File: config.mk
export PLATFORM = sky130hd
export DESIGN_NAME = xml_character_tokenizer
export DESIGN_NICKNAME = d
export VERILOG_FILES = /design/src/sv/xct_pkg.sv /design/src/sv/xml_character_tokenizer.sv
export SDC_FILE = /design/constraint.sdc
export NUM_CORES = 1
export LEC_CHECK = 0
export BUFFER_PORTS_ARGS = -buffer_cell sky130_fd_sc_hd__buf_2
export CORE_MARGIN = 5
export CORE_UTILIZATION = 63
export DETAILED_ROUTE_END_ITERATION = 10
export PLACE_DENSITY_LB_ADDON = 0.05
export SYNTH_ARGS = -nofsm -noshare
export SYNTH_HDL_FRONTEND = slang
export SYNTH_SLANG_ARGS = --single-unit
File: constraint.sdc
create_clock -name clk -period 7.8 [get_ports clk]
set_input_delay 0.39 -clock clk [delete_from_list [all_inputs] [get_ports clk]]
set_output_delay 0.39 -clock clk [all_outputs]
set_load 0.01 [all_outputs]
File: src/sv/xct_pkg.sv
// ----------------------------------------------------------------------------
// xct_pkg
// Types, codes and byte classification helpers for the XML byte tokenizer.
// ----------------------------------------------------------------------------
package xct_pkg;

	localparam int OFFSET_WIDTH = 24;
	localparam int LINE_WIDTH   = 20;

	typedef logic [OFFSET_WIDTH-1:0] offset_t;
	typedef logic [LINE_WIDTH-1:0]   line_t;
	typedef logic [4:0]              kind_t;

	localparam offset_t OFS_MAX  = {OFFSET_WIDTH{1'b1}};
	localparam line_t   LINE_MAX = {LINE_WIDTH{1'b1}};

	// token kinds
	localparam kind_t K_LT      = 5'd0;
	localparam kind_t K_GT      = 5'd1;
	localparam kind_t K_QM      = 5'd2;
	localparam kind_t K_EXCL    = 5'd3;
	localparam kind_t K_SLASH   = 5'd4;
	localparam kind_t K_EQ      = 5'd5;
	localparam kind_t K_SQ      = 5'd6;
	localparam kind_t K_DQ      = 5'd7;
	localparam kind_t K_LBRK    = 5'd8;
	localparam kind_t K_RBRK    = 5'd9;
	localparam kind_t K_LPAR    = 5'd10;
	localparam kind_t K_RPAR    = 5'd11;
	localparam kind_t K_COMMA   = 5'd12;
	localparam kind_t K_PLUS    = 5'd13;
	localparam kind_t K_MINUS   = 5'd14;
	localparam kind_t K_HASH    = 5'd15;
	localparam kind_t K_PIPE    = 5'd16;
	localparam kind_t K_STAR    = 5'd17;
	localparam kind_t K_AMP     = 5'd18;
	localparam kind_t K_PCT     = 5'd19;
	localparam kind_t K_SEMI    = 5'd20;
	localparam kind_t K_IDENT   = 5'd21;
	localparam kind_t K_STRING  = 5'd22;
	localparam kind_t K_ERROR   = 5'd23;

	// lexer modes
	localparam logic [1:0] MODE_DEFAULT = 2'd0;
	localparam logic [1:0] MODE_STRING  = 2'd1;
	localparam logic [1:0] MODE_TEXT    = 2'd2;

	// closing delimiters
	localparam logic [1:0] DELIM_NONE = 2'd0;
	localparam logic [1:0] DELIM_SQ   = 2'd1;
	localparam logic [1:0] DELIM_DQ   = 2'd2;
	localparam logic [1:0] DELIM_LT   = 2'd3;

	// characters of interest
	localparam logic [7:0] CH_LT    = 8'h3C;
	localparam logic [7:0] CH_GT    = 8'h3E;
	localparam logic [7:0] CH_NL    = 8'h0A;
	localparam logic [7:0] CH_SPACE = 8'h20;
	localparam logic [7:0] CH_USCR  = 8'h5F;
	localparam logic [7:0] CH_COLON = 8'h3A;
	localparam logic [7:0] CH_DOT   = 8'h2E;
	localparam logic [7:0] CH_DASH  = 8'h2D;
	localparam logic [7:0] CH_DQ    = 8'h22;
	localparam logic [7:0] CH_SQ    = 8'h27;

	typedef struct packed {
		logic [7:0] char_in;
		logic       end_of_text;
	} in_item_t;

	typedef struct packed {
		kind_t      tok_kind;
		line_t      line_number;
		offset_t    start_offset;
		offset_t    lexeme_length;
		logic [7:0] bad_char;
		logic       last_of_run;
	} token_t;

	function automatic logic is_ident_start(input logic [7:0] c);
		return (c >= 8'h61 && c <= 8'h7A) || (c >= 8'h41 && c <= 8'h5A)
			|| c == CH_USCR || c == CH_COLON;
	endfunction

	function automatic logic is_ident_char(input logic [7:0] c);
		return is_ident_start(c) || (c >= 8'h30 && c <= 8'h39)
			|| c == CH_DASH || c == CH_DOT;
	endfunction

	// punctuation lookup: valid flag and kind
	function automatic logic [5:0] punct_lookup(input logic [7:0] c);
		logic [5:0] r;
		r = 6'd0;
		case (c)
			CH_LT:   r = {1'b1, K_LT};
			CH_GT:   r = {1'b1, K_GT};
			8'h3F:   r = {1'b1, K_QM};
			8'h21:   r = {1'b1, K_EXCL};
			8'h2F:   r = {1'b1, K_SLASH};
			8'h3D:   r = {1'b1, K_EQ};
			CH_SQ:   r = {1'b1, K_SQ};
			CH_DQ:   r = {1'b1, K_DQ};
			8'h5B:   r = {1'b1, K_LBRK};
			8'h5D:   r = {1'b1, K_RBRK};
			8'h28:   r = {1'b1, K_LPAR};
			8'h29:   r = {1'b1, K_RPAR};
			8'h2C:   r = {1'b1, K_COMMA};
			8'h2B:   r = {1'b1, K_PLUS};
			CH_DASH: r = {1'b1, K_MINUS};
			8'h23:   r = {1'b1, K_HASH};
			8'h7C:   r = {1'b1, K_PIPE};
			8'h2A:   r = {1'b1, K_STAR};
			8'h26:   r = {1'b1, K_AMP};
			8'h25:   r = {1'b1, K_PCT};
			8'h3B:   r = {1'b1, K_SEMI};
			default: r = 6'd0;
		endcase
		return r;
	endfunction

	// length of a run from start to pos, plus the current byte when incl is set
	function automatic offset_t run_len(input offset_t pos, input offset_t start,
			input logic incl);
		offset_t diff;
		offset_t len;
		diff = pos - start;
		if (pos < start) begin
			len = offset_t'(1);
		end else if (incl) begin
			len = (diff == OFS_MAX) ? OFS_MAX : diff + offset_t'(1);
		end else begin
			len = (diff == '0) ? offset_t'(1) : diff;
		end
		return len;
	endfunction

endpackage

File: src/sv/xml_character_tokenizer.sv
// ----------------------------------------------------------------------------
// xml_character_tokenizer
// Byte-at-a-time XML tokenizer with a four-entry token queue on the output.
// ----------------------------------------------------------------------------
//  channel | handshake                  | payload
//  --------+----------------------------+--------------------------------
//  input   | item_valid / item_ready    | item  (char_in, end_of_text)
//  output  | token_valid / token_ready  | token (kind, line, start, length,
//          |                            |        bad_char, last_of_run)
//
//  one byte is accepted per cycle while item_ready is high; its zero, one or two
//  tokens enter the output queue at the same edge and leave one per cycle while token_ready is high
//  item_ready is high while the queue has room for two tokens
//  a stalled output side fills the queue and then holds off the input
//  reset returns the lexer to default mode at line 1, offset 0, queue empty
// ----------------------------------------------------------------------------
module xml_character_tokenizer (
	input  logic              clk,
	input  logic              arst_n,
	input  logic              item_valid,
	output logic              item_ready,
	input  xct_pkg::in_item_t item,
	output logic              token_valid,
	input  logic              token_ready,
	output xct_pkg::token_t   token
);
	import xct_pkg::*;

	// lexer state
	logic [1:0] mode_q;
	logic [1:0] delim_q;
	logic       run_open_q;
	logic       run_ident_q;
	offset_t    run_start_q;
	offset_t    pos_q;
	line_t      line_q;

	// output queue
	token_t     fifo_q [4];
	logic [1:0] wr_ptr_q;
	logic [1:0] rd_ptr_q;
	logic [2:0] count_q;

	logic       accept;
	logic       pop;
	logic [7:0] c;
	logic       eot;
	logic [7:0] dch;
	logic       special;
	line_t      line_nx;
	logic [5:0] pl;
	logic       consumed;

	logic       a_vld, b_vld, c_vld;
	token_t     a_tok, b_tok, c_tok;
	token_t     t0, t1;
	logic [1:0] n_push;

	logic [1:0] mode_nx;
	logic [1:0] delim_nx;
	logic       open_nx;
	logic       ident_nx;
	offset_t    start_nx;

	assign c      = item.char_in;
	assign eot    = item.end_of_text;
	assign accept = item_valid && item_ready;
	assign pop    = token_valid && token_ready;

	assign item_ready  = count_q <= 3'd2;
	assign token_valid = count_q != 3'd0;
	assign token       = fifo_q[rd_ptr_q];

	// closing delimiter byte and mode decode
	always_comb begin
		case (delim_q)
			DELIM_SQ: dch = CH_SQ;
			DELIM_DQ: dch = CH_DQ;
			DELIM_LT: dch = CH_LT;
			default:  dch = 8'h00;
		endcase
	end

	assign special = (mode_q == MODE_STRING || mode_q == MODE_TEXT) && delim_q != DELIM_NONE;
	assign line_nx = (c == CH_NL && line_q != LINE_MAX) ? line_q + line_t'(1) : line_q;
	assign pl      = punct_lookup(c);

	// byte classification and state update
	always_comb begin
		a_vld    = 1'b0;
		b_vld    = 1'b0;
		a_tok    = '0;
		b_tok    = '0;
		consumed = 1'b0;
		mode_nx  = mode_q;
		delim_nx = delim_q;
		open_nx  = run_open_q;
		ident_nx = run_ident_q;
		start_nx = run_start_q;

		a_tok.line_number   = line_nx;
		a_tok.start_offset  = run_start_q;
		a_tok.lexeme_length = run_len(pos_q, run_start_q, 1'b0);
		a_tok.tok_kind      = run_ident_q ? K_IDENT : K_STRING;
		b_tok.line_number   = line_nx;
		b_tok.start_offset  = pos_q;
		b_tok.lexeme_length = offset_t'(1);

		if (special) begin
			if (c == dch) begin
				a_vld = run_open_q;
				a_tok.tok_kind = K_STRING;
				b_vld = 1'b1;
				case (delim_q)
					DELIM_LT: b_tok.tok_kind = K_LT;
					DELIM_DQ: b_tok.tok_kind = K_DQ;
					default:  b_tok.tok_kind = K_SQ;
				endcase
				mode_nx  = MODE_DEFAULT;
				delim_nx = DELIM_NONE;
				open_nx  = 1'b0;
				ident_nx = 1'b0;
			end else if (!run_open_q) begin
				open_nx  = 1'b1;
				ident_nx = 1'b0;
				start_nx = pos_q;
			end
		end else begin
			consumed = run_open_q && run_ident_q && is_ident_char(c);
			if (run_open_q && !consumed) begin
				a_vld    = 1'b1;
				open_nx  = 1'b0;
				ident_nx = 1'b0;
			end
			if (!consumed) begin
				if (pl[5]) begin
					b_vld = 1'b1;
					b_tok.tok_kind = pl[4:0];
					if (c == CH_GT) begin
						mode_nx  = MODE_TEXT;
						delim_nx = DELIM_LT;
					end else if (c == CH_SQ) begin
						mode_nx  = MODE_STRING;
						delim_nx = DELIM_SQ;
					end else if (c == CH_DQ) begin
						mode_nx  = MODE_STRING;
						delim_nx = DELIM_DQ;
					end
				end else if (c == CH_SPACE || c == CH_NL) begin
					b_vld = 1'b0;
				end else if (is_ident_start(c)) begin
					open_nx  = 1'b1;
					ident_nx = 1'b1;
					start_nx = pos_q;
				end else begin
					b_vld = 1'b1;
					b_tok.tok_kind = K_ERROR;
					b_tok.bad_char = c;
				end
			end
		end
	end

	// flush of an open run at end of text
	always_comb begin
		c_vld = eot && open_nx;
		c_tok = '0;
		c_tok.tok_kind      = ident_nx ? K_IDENT : K_STRING;
		c_tok.line_number   = line_nx;
		c_tok.start_offset  = start_nx;
		c_tok.lexeme_length = run_len(pos_q, start_nx, 1'b1);
	end

	// pack the first two tokens of this byte, mark the last one
	always_comb begin
		t0 = a_tok;
		t1 = b_tok;
		n_push = 2'd0;
		if (a_vld) begin
			t0 = a_tok;
			if (b_vld) begin
				t1 = b_tok;
				n_push = 2'd2;
			end else if (c_vld) begin
				t1 = c_tok;
				n_push = 2'd2;
			end else begin
				n_push = 2'd1;
			end
		end else if (b_vld) begin
			t0 = b_tok;
			if (c_vld) begin
				t1 = c_tok;
				n_push = 2'd2;
			end else begin
				n_push = 2'd1;
			end
		end else if (c_vld) begin
			t0 = c_tok;
			n_push = 2'd1;
		end
		t0.last_of_run = (n_push == 2'd1);
		t1.last_of_run = 1'b1;
	end

	// lexer state registers
	always_ff @(posedge clk or negedge arst_n) begin
		if (!arst_n) begin
			mode_q      <= MODE_DEFAULT;
			delim_q     <= DELIM_NONE;
			run_open_q  <= 1'b0;
			run_ident_q <= 1'b0;
			run_start_q <= '0;
			pos_q       <= '0;
			line_q      <= line_t'(1);
		end else if (accept) begin
			if (eot) begin
				mode_q      <= MODE_DEFAULT;
				delim_q     <= DELIM_NONE;
				run_open_q  <= 1'b0;
				run_ident_q <= 1'b0;
				run_start_q <= '0;
				pos_q       <= '0;
				line_q      <= line_t'(1);
			end else begin
				mode_q      <= mode_nx;
				delim_q     <= delim_nx;
				run_open_q  <= open_nx;
				run_ident_q <= ident_nx;
				run_start_q <= start_nx;
				pos_q       <= (pos_q == OFS_MAX) ? OFS_MAX : pos_q + offset_t'(1);
				line_q      <= line_nx;
			end
		end
	end

	// queue pointers and count
	always_ff @(posedge clk or negedge arst_n) begin
		if (!arst_n) begin
			wr_ptr_q <= '0;
			rd_ptr_q <= '0;
			count_q  <= '0;
		end else begin
			if (accept) begin
				wr_ptr_q <= wr_ptr_q + n_push;
			end
			if (pop) begin
				rd_ptr_q <= rd_ptr_q + 2'd1;
			end
			count_q <= count_q + (accept ? {1'b0, n_push} : 3'd0) - {2'b00, pop};
		end
	end

	// queue storage
	always_ff @(posedge clk) begin
		if (accept && n_push != 2'd0) begin
			fifo_q[wr_ptr_q] <= t0;
		end
		if (accept && n_push == 2'd2) begin
			fifo_q[wr_ptr_q + 2'd1] <= t1;
		end
	end

endmodule

==> out/results.ini <==
[run_status]
outcome = completed

[synth]
async_flop_share_pct = 19.80
synth_area_um2 = 22790
synth_cell_types = 91
ys.flop_type = edfxtp_1
syn_nets = 2076
synth_area_leaders = edfxtp_1 43%, dfrtp_1 8.8%, mux4_2 8.1%
yosysTopAreaCell = edfxtp_1
yosysMostFrequentCell = edfxtp_1
synth_area_per_cell_um2 = 11.37
yosysSeqAreaShare_pct = 51.93
synth_edf_count = 324
ys_top_cells_by_count = 324 x edfxtp_1, 242 x nor2_1, 132 x o22ai_1, 127 x nand2_1, 114 x clkbuf_1
synth_top_area_share_pct = 42.68
synth-seq-cells = 409
yosys_warnings = 0
netlist_instances = 2005

[routing]
drc = 0
vias = 17390
wl_mm = 62.82
detail-route-antenna-nets = 0
dr.pass1.iters = 6
vias_per_cell = 6.868
drt_iter0_markers = 1780
wl_per_cell_um = 24.81

[critical_path]
critical-path-max-stage-delay_ns = 0.66
cp.arrival_ns = 7.57
required_ns = 8.18
critPathSlowestCell = or4_4
crit_fanout = 11
startpoint_type = flop
criticalPathCategory = reg2reg
cp_cell_sequence = inv_1, ha_1, or2_2, a211oi_1, nor2_1, nand2_1, o21ai_0, ha_1, inv_1, ha_1, nand2b_1, a22oi_1, a2111oi_1, o21ai_1, a31oi_1, a21boi_1, o311ai_0, o311ai_1, or4_4, nor4_4, o21ai_1, o31ai_1
cpMostUsedCell = ha_1
cp-end-kind = flop

[clocking]
post_cts_buffers = 0
cts-root-buf = clkbuf_16
clkTransAtPathRegs_ns = 0.06
clock-sinks = 409
cts-htree-levels = 2
clock_path_buffers = 3
insertion_delay_ns = 0.59
cts_buffers = 42
cts_tree = built

[floorplanning]
rows = 69
initial_core_util_pct = 63.93
die_h_um = 200.2
fp.dieW_um = 200.2
core-area_um2 = 35660
die_area_um2 = 40090
io_pins = 97

[sta]
max_freq_ghz = 0.1392
setup-tns-final_ns = 0
tightest_slew_ns = 1.127
period_share_pct = 92.12
finalSetupViolations = 0
rsz0062_at_grt = false
hold_viol = 0
max_slew_margin_pct = 24.83
finalClockSkew_ns = 0.02812
slew_violations = 0
post-route-min-period_ns = 7.186

[grt]
gr-usage-all-layers_pct = 30.96
grt_pass1_vias = 17180
grt-ovfl-total = 0
antenna_found_initial = 0
grt_pass1_wl_mm = 98.90
grt_max_degree = 69

[layout]
antenna_cells = 0
drive_above_1_share_pct = 15.40
layout.nets = 2110
syn2layout_area_growth_pct = 9.606

[place]
io_buffers = 96
place.gp.congestion = 0.9170
hpwlAfterDp_mm = 40.98

[power_and_ir_drop]
pwr_density_cell_nw_per_um2 = 327.9
p_total_mw = 8.191
p_leak_nw = 9.081
ir_drop_mv = 0.2147

[hold_path]
hold_path_class = in2reg

[run]
drv_cap = 0

[metrics by stage]
stage                     util (%)  hold WS (ns)  setup WS, ns  area [um2]  std cells
after floorplan                  -       0.09441         1.159       22790       2005
after global placement       66.27        0.3279        0.7897       23630       2455
after detailed placement     66.27        0.3305        0.6174       23630       2455
after CTS                    70.07        0.1960        0.6124       24980       2532
after global routing         70.07        0.2387       0.02974       24980       2532
final                        70.07        0.2048        0.6143       24980       2532
[cells by family (layout without fill, tap and decap cells)]
kind of cell	count (synthesis)	after routing	synth area share, %
compound gates	589	589	17.69
simple gates	560	560	11.40
flops	409	409	51.93
buf+inv	203	269	3.453
mux	96	96	8.739
xor+xnor	87	87	3.409
fa+ha+maj	61	61	3.381
[report_power, final]
part | internal (mW) | leakage [nW] | total, mW | switching [mW]
registers | 2.69 | 4.12 | 2.97 | 0.280
logic | 1.24 | 4.31 | 3.23 | 1.98
clock network | 1.13 | 0.647 | 1.99 | 0.858
total | 5.07 | 9.08 | 8.19 | 3.12
[state kept, by name, summed over array words and instances, names as in the netlist]
register,cells
fifo_q,328
count_q,3
rd_ptr_q,2
line_q,20
run_open_q,1
mode_q,2
run_start_q,24
delim_q,2
run_ident_q,1
pos_q,24
wr_ptr_q,2
[timing repair]
item	CTS	global route
resized for setup	0	1
hold endpoints to repair	25	0
endpoints found under the setup margin	0	48
hold buffers	1	0
[cells in the final DEF, fill, tap and decap left out, types with 43 or more instances in the layout]
cell         n
inv_1       60
ha_1        56
dfrtp_1     78
o21ai_0     70
nor2_1     242
xnor2_1     45
edfxtp_1   324
o22ai_1    132
mux4_2      82
a22o_1      97
nand2_1    126
clkbuf_16   43
buf_2       95
a21oi_1    111
[final timing paths]
check / start / cells after the start / slack [ns] / to
setup / recovery: delim_q[0] / 22 / 0.61 / fifo_q[2][13]
hold / removal: token_ready / 3 / 0.20 / rd_ptr_q[0]
max in group asynchronous: arst_n / 3 / 6.30 / rd_ptr_q[1]
hold reg to reg: fifo_q[3][0] / 2 / 0.49 / fifo_q[3][0]
setup reg to reg: delim_q[0] / 22 / 0.61 / fifo_q[2][13]
min in group asynchronous: arst_n / 2 / 0.28 / pos_q[17]
[routing by layer]
layer | GRT usage [%] | vias to the layer above | wire length [um]
li1 | - | 7767 | -
met1 | 41.26 | 8592 | 24400
met2 | 52.47 | 873 | 31370
met3 | 5.045 | 158 | 4875
met4 | 10.43 | 0 | 2174
met5 | 0 | - | 0
[cell type report]
class                           count  area (um2)
Multi-Input combinational cell   1393       10190
Inverter                           64       245.2
Fill cell                        2624       10670
Clock buffer                       55        1131
Tap cell                          461       576.8
Sequential cell                   409       11850
Timing Repair Buffer              129       783.3
Clock inverter                     21       212.7
[critical path, delay by kind of cell, from the launching register on]
| family | cells | cell delay (ns) |
|---|---|---|
| adders and majority gates | 3 | 0.81 |
| and+or+nand+nor | 6 | 2.06 |
| buffers and inverters | 2 | 0.21 |
| AOI/OAI and AO/OA | 11 | 3.50 |
| DFF | 1 | 0.43 |
No activity file was read; power rests on OpenSTA's default activity.
